--- src/rtl/tcrc_pkg.sv ---
`timescale 1ns / 1ps
// ----------------------------------------------------------------------------
// TLS control record classifier package
// Shared types and constants for the record walker and the top level.
// ----------------------------------------------------------------------------
package tcrc_pkg;

   // Field widths.
   localparam int unsigned TypeWidth   = 8;
   localparam int unsigned ByteWidth   = 8;
   localparam int unsigned LengthWidth = 24;

   // TLS content types.
   localparam logic [TypeWidth-1:0] TYPE_CCS       = 8'd20;
   localparam logic [TypeWidth-1:0] TYPE_ALERT     = 8'd21;
   localparam logic [TypeWidth-1:0] TYPE_HANDSHAKE = 8'd22;

   // Handshake message type that is allowed, and the close notify alert code.
   localparam logic [ByteWidth-1:0] HS_TICKET          = 8'd4;
   localparam logic [ByteWidth-1:0] ALERT_CLOSE_NOTIFY = 8'd0;

   // Verdict codes.
   typedef enum logic [1:0] {
      ACT_RETRY = 2'd0,
      ACT_EOF   = 2'd1,
      ACT_CLOSE = 2'd2
   } action_type;

   // One input item as held in the input register.
   typedef struct packed {
      logic [TypeWidth-1:0] content_type;
      logic [ByteWidth-1:0] data_byte;
      logic                 has_byte;
      logic                 last;
   } item_type;

endpackage

--- src/rtl/tcrc_walker.sv ---
`timescale 1ns / 1ps
// ----------------------------------------------------------------------------
// TLS control record walker
// Holds the per-record parse state, advances it by one item per step and
// gives the verdict for the record on its last item.
// ----------------------------------------------------------------------------
module tcrc_walker (
   input  logic                 clock,
   input  logic                 reset,
   input  logic                 step,
   input  tcrc_pkg::item_type   item,
   output tcrc_pkg::action_type action
);

   // Parse state registers.
   logic [1:0]                          hdr_ff, hdr_in;
   logic [tcrc_pkg::LengthWidth-1:0]    rem_ff, rem_in;
   logic [tcrc_pkg::LengthWidth-1:0]    acc_ff, acc_in;
   logic                                close_ff, close_in;
   logic [1:0]                          pos_ff, pos_in;
   logic                                zero_ff, zero_in;

   // State after the item's byte is taken, before the end-of-record clear.
   logic [1:0]                          hdr_take;
   logic [tcrc_pkg::LengthWidth-1:0]    rem_take;
   logic [tcrc_pkg::LengthWidth-1:0]    acc_take;
   logic                                close_take;
   logic [1:0]                          pos_take;
   logic                                zero_take;

   // Take one byte: track the alert code and walk the message headers.
   always_comb begin
      hdr_take   = hdr_ff;
      rem_take   = rem_ff;
      acc_take   = acc_ff;
      close_take = close_ff;
      pos_take   = pos_ff;
      zero_take  = zero_ff;
      if (item.has_byte) begin
         if (pos_ff == 2'd1) begin
            zero_take = (item.data_byte == tcrc_pkg::ALERT_CLOSE_NOTIFY);
         end
         if (pos_ff < 2'd2) begin
            pos_take = pos_ff + 2'd1;
         end
         if (hdr_ff == 2'd0) begin
            if (rem_ff != '0) begin
               rem_take = rem_ff - {{(tcrc_pkg::LengthWidth-1){1'b0}}, 1'b1};
            end else begin
               if (item.data_byte != tcrc_pkg::HS_TICKET) begin
                  close_take = 1'b1;
               end
               acc_take = '0;
               hdr_take = 2'd1;
            end
         end else begin
            acc_take = {acc_ff[tcrc_pkg::LengthWidth-tcrc_pkg::ByteWidth-1:0],
                        item.data_byte};
            if (hdr_ff == 2'd3) begin
               rem_take = acc_take;
               hdr_take = 2'd0;
            end else begin
               hdr_take = hdr_ff + 2'd1;
            end
         end
      end
   end

   // Verdict from the state after this item's byte.
   always_comb begin
      if (item.content_type == tcrc_pkg::TYPE_CCS) begin
         action = tcrc_pkg::ACT_RETRY;
      end else if (item.content_type == tcrc_pkg::TYPE_ALERT) begin
         action = (pos_take == 2'd2 && zero_take) ? tcrc_pkg::ACT_EOF
                                                  : tcrc_pkg::ACT_CLOSE;
      end else if (item.content_type == tcrc_pkg::TYPE_HANDSHAKE) begin
         action = (close_take || hdr_take != 2'd0 || rem_take != '0)
                  ? tcrc_pkg::ACT_CLOSE : tcrc_pkg::ACT_RETRY;
      end else begin
         action = tcrc_pkg::ACT_CLOSE;
      end
   end

   // Next state: the last item of a record clears everything.
   always_comb begin
      hdr_in   = hdr_ff;
      rem_in   = rem_ff;
      acc_in   = acc_ff;
      close_in = close_ff;
      pos_in   = pos_ff;
      zero_in  = zero_ff;
      if (step) begin
         if (item.last) begin
            hdr_in   = 2'd0;
            rem_in   = '0;
            acc_in   = '0;
            close_in = 1'b0;
            pos_in   = 2'd0;
            zero_in  = 1'b0;
         end else begin
            hdr_in   = hdr_take;
            rem_in   = rem_take;
            acc_in   = acc_take;
            close_in = close_take;
            pos_in   = pos_take;
            zero_in  = zero_take;
         end
      end
   end

   // State registers.
   always_ff @(posedge clock) begin
      if (reset) begin
         hdr_ff   <= 2'd0;
         rem_ff   <= '0;
         acc_ff   <= '0;
         close_ff <= 1'b0;
         pos_ff   <= 2'd0;
         zero_ff  <= 1'b0;
      end else begin
         hdr_ff   <= hdr_in;
         rem_ff   <= rem_in;
         acc_ff   <= acc_in;
         close_ff <= close_in;
         pos_ff   <= pos_in;
         zero_ff  <= zero_in;
      end
   end

`ifndef SYNTHESIS
   // While length bytes are collected, no message body is owed.
   a_hdr_no_body: assert property (@(posedge clock) disable iff (reset)
      hdr_ff != 2'd0 |-> rem_ff == '0)
      else $error("body count nonzero inside a message header");

   // The byte position saturates at two.
   a_pos_range: assert property (@(posedge clock) disable iff (reset)
      pos_ff != 2'd3)
      else $error("byte position past saturation");

   // The last item of a record leaves a clean state behind.
   a_last_clears: assert property (@(posedge clock) disable iff (reset)
      step && item.last |=> hdr_ff == 2'd0 && rem_ff == '0 && !close_ff
                            && pos_ff == 2'd0)
      else $error("state not cleared after the last item");
`endif

endmodule

--- src/rtl/tls_control_record_classifier.sv ---
`timescale 1ns / 1ps
// ----------------------------------------------------------------------------
// TLS control record classifier
// Walks the body of a non-data TLS record one byte per item and gives one
// verdict (retry, end of stream or close) on the record's last item.
// ----------------------------------------------------------------------------
// Usage:
//   The req_ channel takes one item per cycle: the record's content type, one
//   body byte with its has_byte flag, and last on the record's final item.
//   An item with has_byte low and last low changes nothing.
//   The rsp_ channel carries one rsp_action for each item with last set,
//   in record order; other items give no result.
//   Results are registered: an accepted last item waits in the input
//   register, and its verdict is loaded into the result register when the
//   item leaves it, which a held result can delay.
//   Throughput: one item per clock while req_stall is low. Each item takes
//   one pass through the walker's next-state logic between the input and
//   result registers, so a new item can follow in the next cycle.
//   When rsp_stall is high, the result register holds its item; items with
//   no result keep flowing, and req_stall rises only when a last item waits
//   behind a stalled result.
//   Reset (synchronous, active high) empties both registers and clears the
//   walk state, so the next item starts a new record.
// ----------------------------------------------------------------------------
module tls_control_record_classifier (
   input  logic                           clock,
   input  logic                           reset,
   input  logic                           req_valid,
   output logic                           req_stall,
   input  logic [tcrc_pkg::TypeWidth-1:0] req_content_type,
   input  logic [tcrc_pkg::ByteWidth-1:0] req_data_byte,
   input  logic                           req_has_byte,
   input  logic                           req_last,
   output logic                           rsp_valid,
   input  logic                           rsp_stall,
   output logic [1:0]                     rsp_action
);

   logic                 in_valid_ff, in_valid_in;
   tcrc_pkg::item_type   in_item_ff, in_item_in;
   logic                 rsp_valid_ff, rsp_valid_in;
   logic [1:0]           rsp_action_ff, rsp_action_in;
   logic                 rsp_free;
   logic                 advance;
   logic                 load_rsp;
   logic                 req_take;
   tcrc_pkg::action_type walk_action;

   // Flow control: an item leaves the input register unless it needs the
   // result register while that one is still held.
   assign rsp_free  = !rsp_valid_ff || !rsp_stall;
   assign advance   = in_valid_ff && (!in_item_ff.last || rsp_free);
   assign load_rsp  = advance && in_item_ff.last;
   assign req_stall = in_valid_ff && !advance;
   assign req_take  = req_valid && !req_stall;

   // Input register.
   always_comb begin
      in_valid_in = in_valid_ff;
      in_item_in  = in_item_ff;
      if (req_take) begin
         in_valid_in             = 1'b1;
         in_item_in.content_type = req_content_type;
         in_item_in.data_byte    = req_data_byte;
         in_item_in.has_byte     = req_has_byte;
         in_item_in.last         = req_last;
      end else if (advance) begin
         in_valid_in = 1'b0;
      end
   end

   // Record walker.
   tcrc_walker u_walker (
      .clock  (clock),
      .reset  (reset),
      .step   (advance),
      .item   (in_item_ff),
      .action (walk_action)
   );

   // Result register.
   always_comb begin
      rsp_valid_in  = rsp_valid_ff;
      rsp_action_in = rsp_action_ff;
      if (load_rsp) begin
         rsp_valid_in  = 1'b1;
         rsp_action_in = walk_action;
      end else if (!rsp_stall) begin
         rsp_valid_in = 1'b0;
      end
   end

   always_ff @(posedge clock) begin
      if (reset) begin
         in_valid_ff  <= 1'b0;
         rsp_valid_ff <= 1'b0;
      end else begin
         in_valid_ff  <= in_valid_in;
         rsp_valid_ff <= rsp_valid_in;
      end
      in_item_ff    <= in_item_in;
      rsp_action_ff <= rsp_action_in;
   end

   assign rsp_valid  = rsp_valid_ff;
   assign rsp_action = rsp_action_ff;

`ifndef SYNTHESIS
   // Stalling the request side only happens with an item waiting inside.
   a_stall_has_item: assert property (@(posedge clock) disable iff (reset)
      req_stall |-> in_valid_ff && in_item_ff.last && rsp_valid_ff)
      else $error("request stalled without a waiting last item");

   // A new result never overwrites one that is still held.
   a_no_overwrite: assert property (@(posedge clock) disable iff (reset)
      rsp_valid_ff && rsp_stall |-> !load_rsp)
      else $error("result register overwritten while stalled");

   // A stalled result stays valid and keeps its verdict.
   a_rsp_hold: assert property (@(posedge clock) disable iff (reset)
      rsp_valid_ff && rsp_stall |=> rsp_valid_ff && $stable(rsp_action_ff))
      else $error("stalled result changed");
`endif

endmodule

--- config.mk ---
export PLATFORM = sky130hd
export DESIGN_NAME = tls_control_record_classifier
export DESIGN_NICKNAME = d
export VERILOG_FILES = /design/src/rtl/tcrc_pkg.sv /design/src/rtl/tcrc_walker.sv /design/src/rtl/tls_control_record_classifier.sv
export SDC_FILE = /design/constraint.sdc
export NUM_CORES = 1
export LEC_CHECK = 0
export BUFFER_PORTS_ARGS = -buffer_cell sky130_fd_sc_hd__buf_4
export CORE_MARGIN = 3
export CORE_UTILIZATION = 59
export CTS_BUF_LIST = sky130_fd_sc_hd__clkbuf_16
export DETAILED_ROUTE_END_ITERATION = 8
export PLACE_DENSITY = 0.75
export SYNTH_ARGS = -nofsm -noshare
export SYNTH_HDL_FRONTEND = slang
export SYNTH_SLANG_ARGS = --single-unit
export TNS_END_PERCENT = 20
--- constraint.sdc ---
create_clock -name clock -period 4.6 [get_ports clock]
set_input_delay 0.69 -clock clock [delete_from_list [all_inputs] [get_ports clock]]
set_output_delay 0.69 -clock clock [all_outputs]
set_load 0.1 [all_outputs]
# Word-level counts from Yosys, hierarchy flattened
# Cells that the tools add are included.
# op_classes
addsub	3
n_lt_le_gt_ge	1
eq_ne	9
n_mux	33
reduce_logical	22
# ops
op	n
$mux 24	5
$mux 16	4
$reduce_bool 24->1	2
$eq 8x5->1 const B	3
$mux 2	12
$sub 24x1->24 const B	1
$mux 1	12
$logic_not 8->1	1
$ne 8x3->1 const B	1
$reduce_bool 2->1	3
$logic_and 1x1->1	5
$logic_not 1->1	5
$add 2x1->2 const B	2
$eq 2x2->1 const B	2
$logic_or 1x1->1	4
$ne 3x3->1 const B	1
$reduce_and 3->1	1
$eq 2x1->1 const B	1
$logic_not 2->1	1
$lt 2x2->1 const B	1
$ne 2x1->1 const B	1
# totals
reg_bits	68
in_bits	22
out_inout_bits	4
elab_cells	81

# Depth between registers and ports, before layout
# depth
word_depth	10
ltp_mapped	12
ltp_nobuf	10

# Hierarchy
# Synthesis repeated with hierarchy kept, for this count alone.
# unflattened
cells_unflattened	418
hier_area_um2	3584.7
# by_module_without_submodules
mod	n_inst	cells_each	area_per_inst_um2	seq_area_each_um2
tcrc_walker	1	385	2891.5	920.9
tls_control_record_classifier	1	33	693.2	640.6

# Least setup slack after synthesis
# OpenSTA, ideal clock, no wires.
# synth_timing
path_kind	register to register
from	register u_walker.rem_ff[0] (netlist bit)
to	register rsp_action_ff[1], in the netlist rsp_action[1] (data pin)
setup_time_ns	0.262
arrival_time_ns	3.065
required_ns	4.338
setup_slack_ns	1.274
stages_incl_launch_ff	12
path_buffers	1
synth_period_minus_slack_ns	3.326
cell_sequence	dfxtp_1 inv_1 ha_1 or4b_1 or4_4 buf_6 nand3_1 mux2_2 a2111oi_0 or4b_1 nor4_1 nor3_1
# synth_via
elab_chain_len	10
elab_cells_between_ends	19
classes_between	add/sub (1); mux (13); reduce/logical (5)
# synth_lines
element	line	rtl
start: declaration	tcrc_walker.sv:17	logic [tcrc_pkg::LengthWidth-1:0] rem_ff, rem_in;
start signal: assignment	tcrc_walker.sv:122	rem_ff <= rem_in;
parallel branches: the longest is 6 deep, another holds $sub 24x1->24	--	
$logic_or 1x1->1 (*)	tcrc_walker.sv:77	action = (close_take || hdr_take != 2'd0 || rem_take != '0)
$mux 2 (*)	tcrc_walker.sv:78	? tcrc_pkg::ACT_CLOSE : tcrc_pkg::ACT_RETRY;
$mux 2 (*)	tcrc_walker.sv:76	end else if (item.content_type == tcrc_pkg::TYPE_HANDSHAKE) begin
$mux 2 (*)	tcrc_walker.sv:73	end else if (item.content_type == tcrc_pkg::TYPE_ALERT) begin
end signal: assignment	tls_control_record_classifier.sv:102	rsp_action_ff <= rsp_action_in;
end: declaration	tls_control_record_classifier.sv:42	logic [1:0] rsp_action_ff, rsp_action_in;
# Every way passes the cells marked *.
# A chain may end at the register's enable or synchronous reset.

# Worst setup path in the final report
# layout_timing
from	register u_walker.rem_ff[1] (netlist bit)
to	register rsp_action_ff[1], in the netlist rsp_action[1] (data pin)
# The elaborated chain is that of the path after synthesis.

==> run_results.csv <==
group,metric,value,unit
outcome,status,"complete, no violations",
floorplan,die_h,86.53,µm
grt,antenna_found_initial,0,
cells_and_area,synthToLayoutAreaGrowth,13.05,%
clock_network,ctsHoldBuffers,0,
sta,setup_viol_count_final,0,
cells_and_area,multi_input_area,2041,µm²
grt,grt_max_degree,49,
synth,ys_seq_area_share,40.81,%
critical_path,path_common_cell,"or4b_1",
clock_network,clk-insertion-delay-late,0.34,ns
critical_path,startpoint_type,"flop",
clock_network,cts_max_level,3,
power,ir_drop,0.3104,mV
sta,fmax,0.2594,GHz
synth,avgSynthCellArea,8.282,µm²
sta,rsz0062_at_grt,"no",
placed_design,placed_cell_area,3993,µm²
hold_path,worstHoldStart,"u_walker.acc_ff[8]$_SDFFE_PP0P_",
synth,syn_nets,490,
routing,finalWirelength,11040,µm
hold_path,holdCritPathClass,"reg -> reg",
cells_and_area,final_area,4325,µm²
clock_network,cts_setup_buffers,0,
sta,tightestPinTransition,1.120,ns
critical_path,cpPeakStageDelay,0.65,ns
sta,finalCritPeriodShare,83.81,%
sta,max_slew_margin,24.80,%
synth,ys_warn_count,0,
power,p_per_area,442.6,nW/µm²
sta,tns,0,ns
placed_design,finalWeightedCongestion,0.9909,
floorplan,coreArea,6096,µm²
grt,gr-total-overflow,0,
synth,yosysTopAreaCell,"dfxtp_1",
floorplan,num_rows,28,
routing,antenna_left,0,
floorplan,io_pins,26,
routing,drtIter0Drc,422,
clock_network,ctsLongestPathBuffers,2,
placed_design,dpl.hpwl,7359,µm
critical_path,cpMaxStageDelayCell,"or4_4",
floorplan,die-width,86.53,µm
synth,synth_cell_types,59,
routing,wl_per_cell,20.22,µm
cells_and_area,regArea,1562,µm²
critical_path,crit_required,4.68,ns
critical_path,worstSetupPathType,"reg -> reg",
synth,ys.flop_type,"dfxtp_1",
routing,vias_per_cell,6.775,
grt,grt_first_pass_wirelength,18080,µm
synth,netlist_instances,462,
critical_path,critPathLaunch,"u_walker.rem_ff[1]$_SDFFE_PP0P_",
synth,ys_ff_latch,68,
clock_network,clock_sink_count,68,
placed_design,io_buffers,25,
clock_network,cts_resized,0,
clock_network,cts_tree,"yes",
sta,hold_viol,0,
synth,netlist_area,3826,µm²
critical_path,timing.rr.start,"u_walker.rem_ff[1]$_SDFFE_PP0P_",
critical_path,cp-end-kind,"flop",
clock_network,cts_root_buf,"clkbuf_16",
cells_and_area,finalNetCount,494,
grt,track_usage,31.57,%
sta,fin_crit,3.855,ns
critical_path,critPathMaxFanout,19,
synth,yosysTopAreaCellShare,25.11,%
grt,grt_pass1_vias,3315,
synth,synth_commonest_cells,"dfxtp_1 (48), nor2_1 (45), nand2_1 (43)",
critical_path,critical_path_arrival,3.93,ns
routing,first_pass_iters,5,
critical_path,crit_path_cell_trace,"inv_1 > ha_1 > or4b_1 > or4_4 > nand3_1 > mux2_2 > a2111oi_0 > or4b_1 > nor4_1 > nor3_1",
routing,drc,0,
floorplan,dieArea,7487,µm²
synth,synth_area_leaders,"dfxtp_1 (25%), edfxtp_1 (16%), a21oi_1 (5.0%)",
synth,synth.most_common_cell,"dfxtp_1",
cells_and_area,final.fill_count,478,
critical_path,cp_top_family,"simple AND/OR/NAND/NOR gates",
sta,skew,0.007289,ns
clock_network,cts_buffers,9,
floorplan,start_util,62.77,%
critical_path,critPathBufInv,1,
clock_network,clk_pin_slew_worst_paths,0.06,ns
routing,via_count,3699,
synth,synth-edff-count,20,
cells_and_area,final_layout_size_suffix_gt1_share,11.46,%
synth,async_reset_ff_share,0,%
power,static-leakage-power,1.608,nW
sta,maxSlewViolCount,0,
cells_and_area,diodes,0,
run,maxCapViolations,0,
==> layout make-up <==
type | count | share of cell area (%)
tap | 75 | 2.170
clock buffer | 11 | 6.364
multi-input combinational | 339 | 47.18
sequential | 68 | 36.10
clock inverter | 5 | 1.331
inverter | 17 | 1.475
timing repair buffer | 31 | 5.380
==> tightest hold or removal path, cell delays in order (launching register included) <==
cell and delay (ns):
dfxtp_1 0.31, nand2_1 0.06, a21oi_1 0.05
==> through the flow <==
| step | setup slack (ns) | hold WS (ns) | util, % | total power [mW] | std cells |
|---|---|---|---|---|---|
| 2_1_floorplan | 1.274 | 0.4316 | - | 1.043 | 462 |
| 3_3_place_gp | 0.9456 | 0.4401 | 65.50 | 1.161 | 530 |
| 3_5_place_dp | 0.8065 | 0.4624 | 65.50 | 1.157 | 530 |
| 4_1_cts | 0.7800 | 0.4699 | 70.96 | 1.905 | 546 |
| 5_1_grt | 0.6162 | 0.5030 | 70.96 | 1.994 | 546 |
| 6_report | 0.7446 | 0.4712 | 70.96 | 1.915 | 546 |
==> final timing paths <==
check        cells after the start  slack (ns)                               to
max reg2reg                     10        0.74      rsp_action[1]$_SDFFCE_PP0P_
min reg2reg                      2        0.47  u_walker.acc_ff[8]$_SDFFE_PP0P_
min                              2        0.47  u_walker.acc_ff[8]$_SDFFE_PP0P_
max                             10        0.74      rsp_action[1]$_SDFFCE_PP0P_
==> kinds of logic after synthesis <==
kind of cell / Yosys count / share of synthesized area, %
adders and majority gates: 6 / 1.962
AOI/OAI and AO/OA: 138 / 23.91
DFF: 68 / 40.81
and+or+nand+nor: 185 / 24.82
buffers and inverters: 55 / 5.854
muxes: 10 / 2.649
==> per-layer routing <==
layer  global-route usage [%]  up-vias  share of wire (%)
met5                        0        -                  0
met4                    9.348        0                1.3
met3                    8.460       14                 11
met2                    45.06      221                 43
met1                    46.66     1719                 44
li1                         -     1745                  -
==> layout by cell type (no fill, tap or decap), types with 5 or more instances in the layout <==
cell type,n
o22ai_1,13
nand3_1,29
nor3_1,14
clkbuf_16,11
o21ai_0,18
buf_4,31
nor2_1,45
or4_1,8
o31ai_1,5
mux2i_1,9
a22oi_1,21
inv_1,18
ha_1,6
a21oi_1,38
nor4_1,8
dfxtp_1,48
nand4_1,6
edfxtp_1,20
nand2_1,43
==> state kept, by name (all words and copies together) (netlist names) <==
signal,flops
u_walker.pos_ff,2
rsp_valid,1
u_walker.close_ff,1
in_valid_ff,1
u_walker.zero_ff,1
u_walker.acc_ff,16
in_item_ff,18
rsp_action,2
u_walker.rem_ff,24
u_walker.hdr_ff,2
==> where the power goes <==
group,switching [mW],leakage [nW],internal [mW]
registers,0.0233,0.580,0.637
logic,0.304,0.869,0.199
clock network,0.266,0.159,0.484
Power figures use the tool's default switching activity.
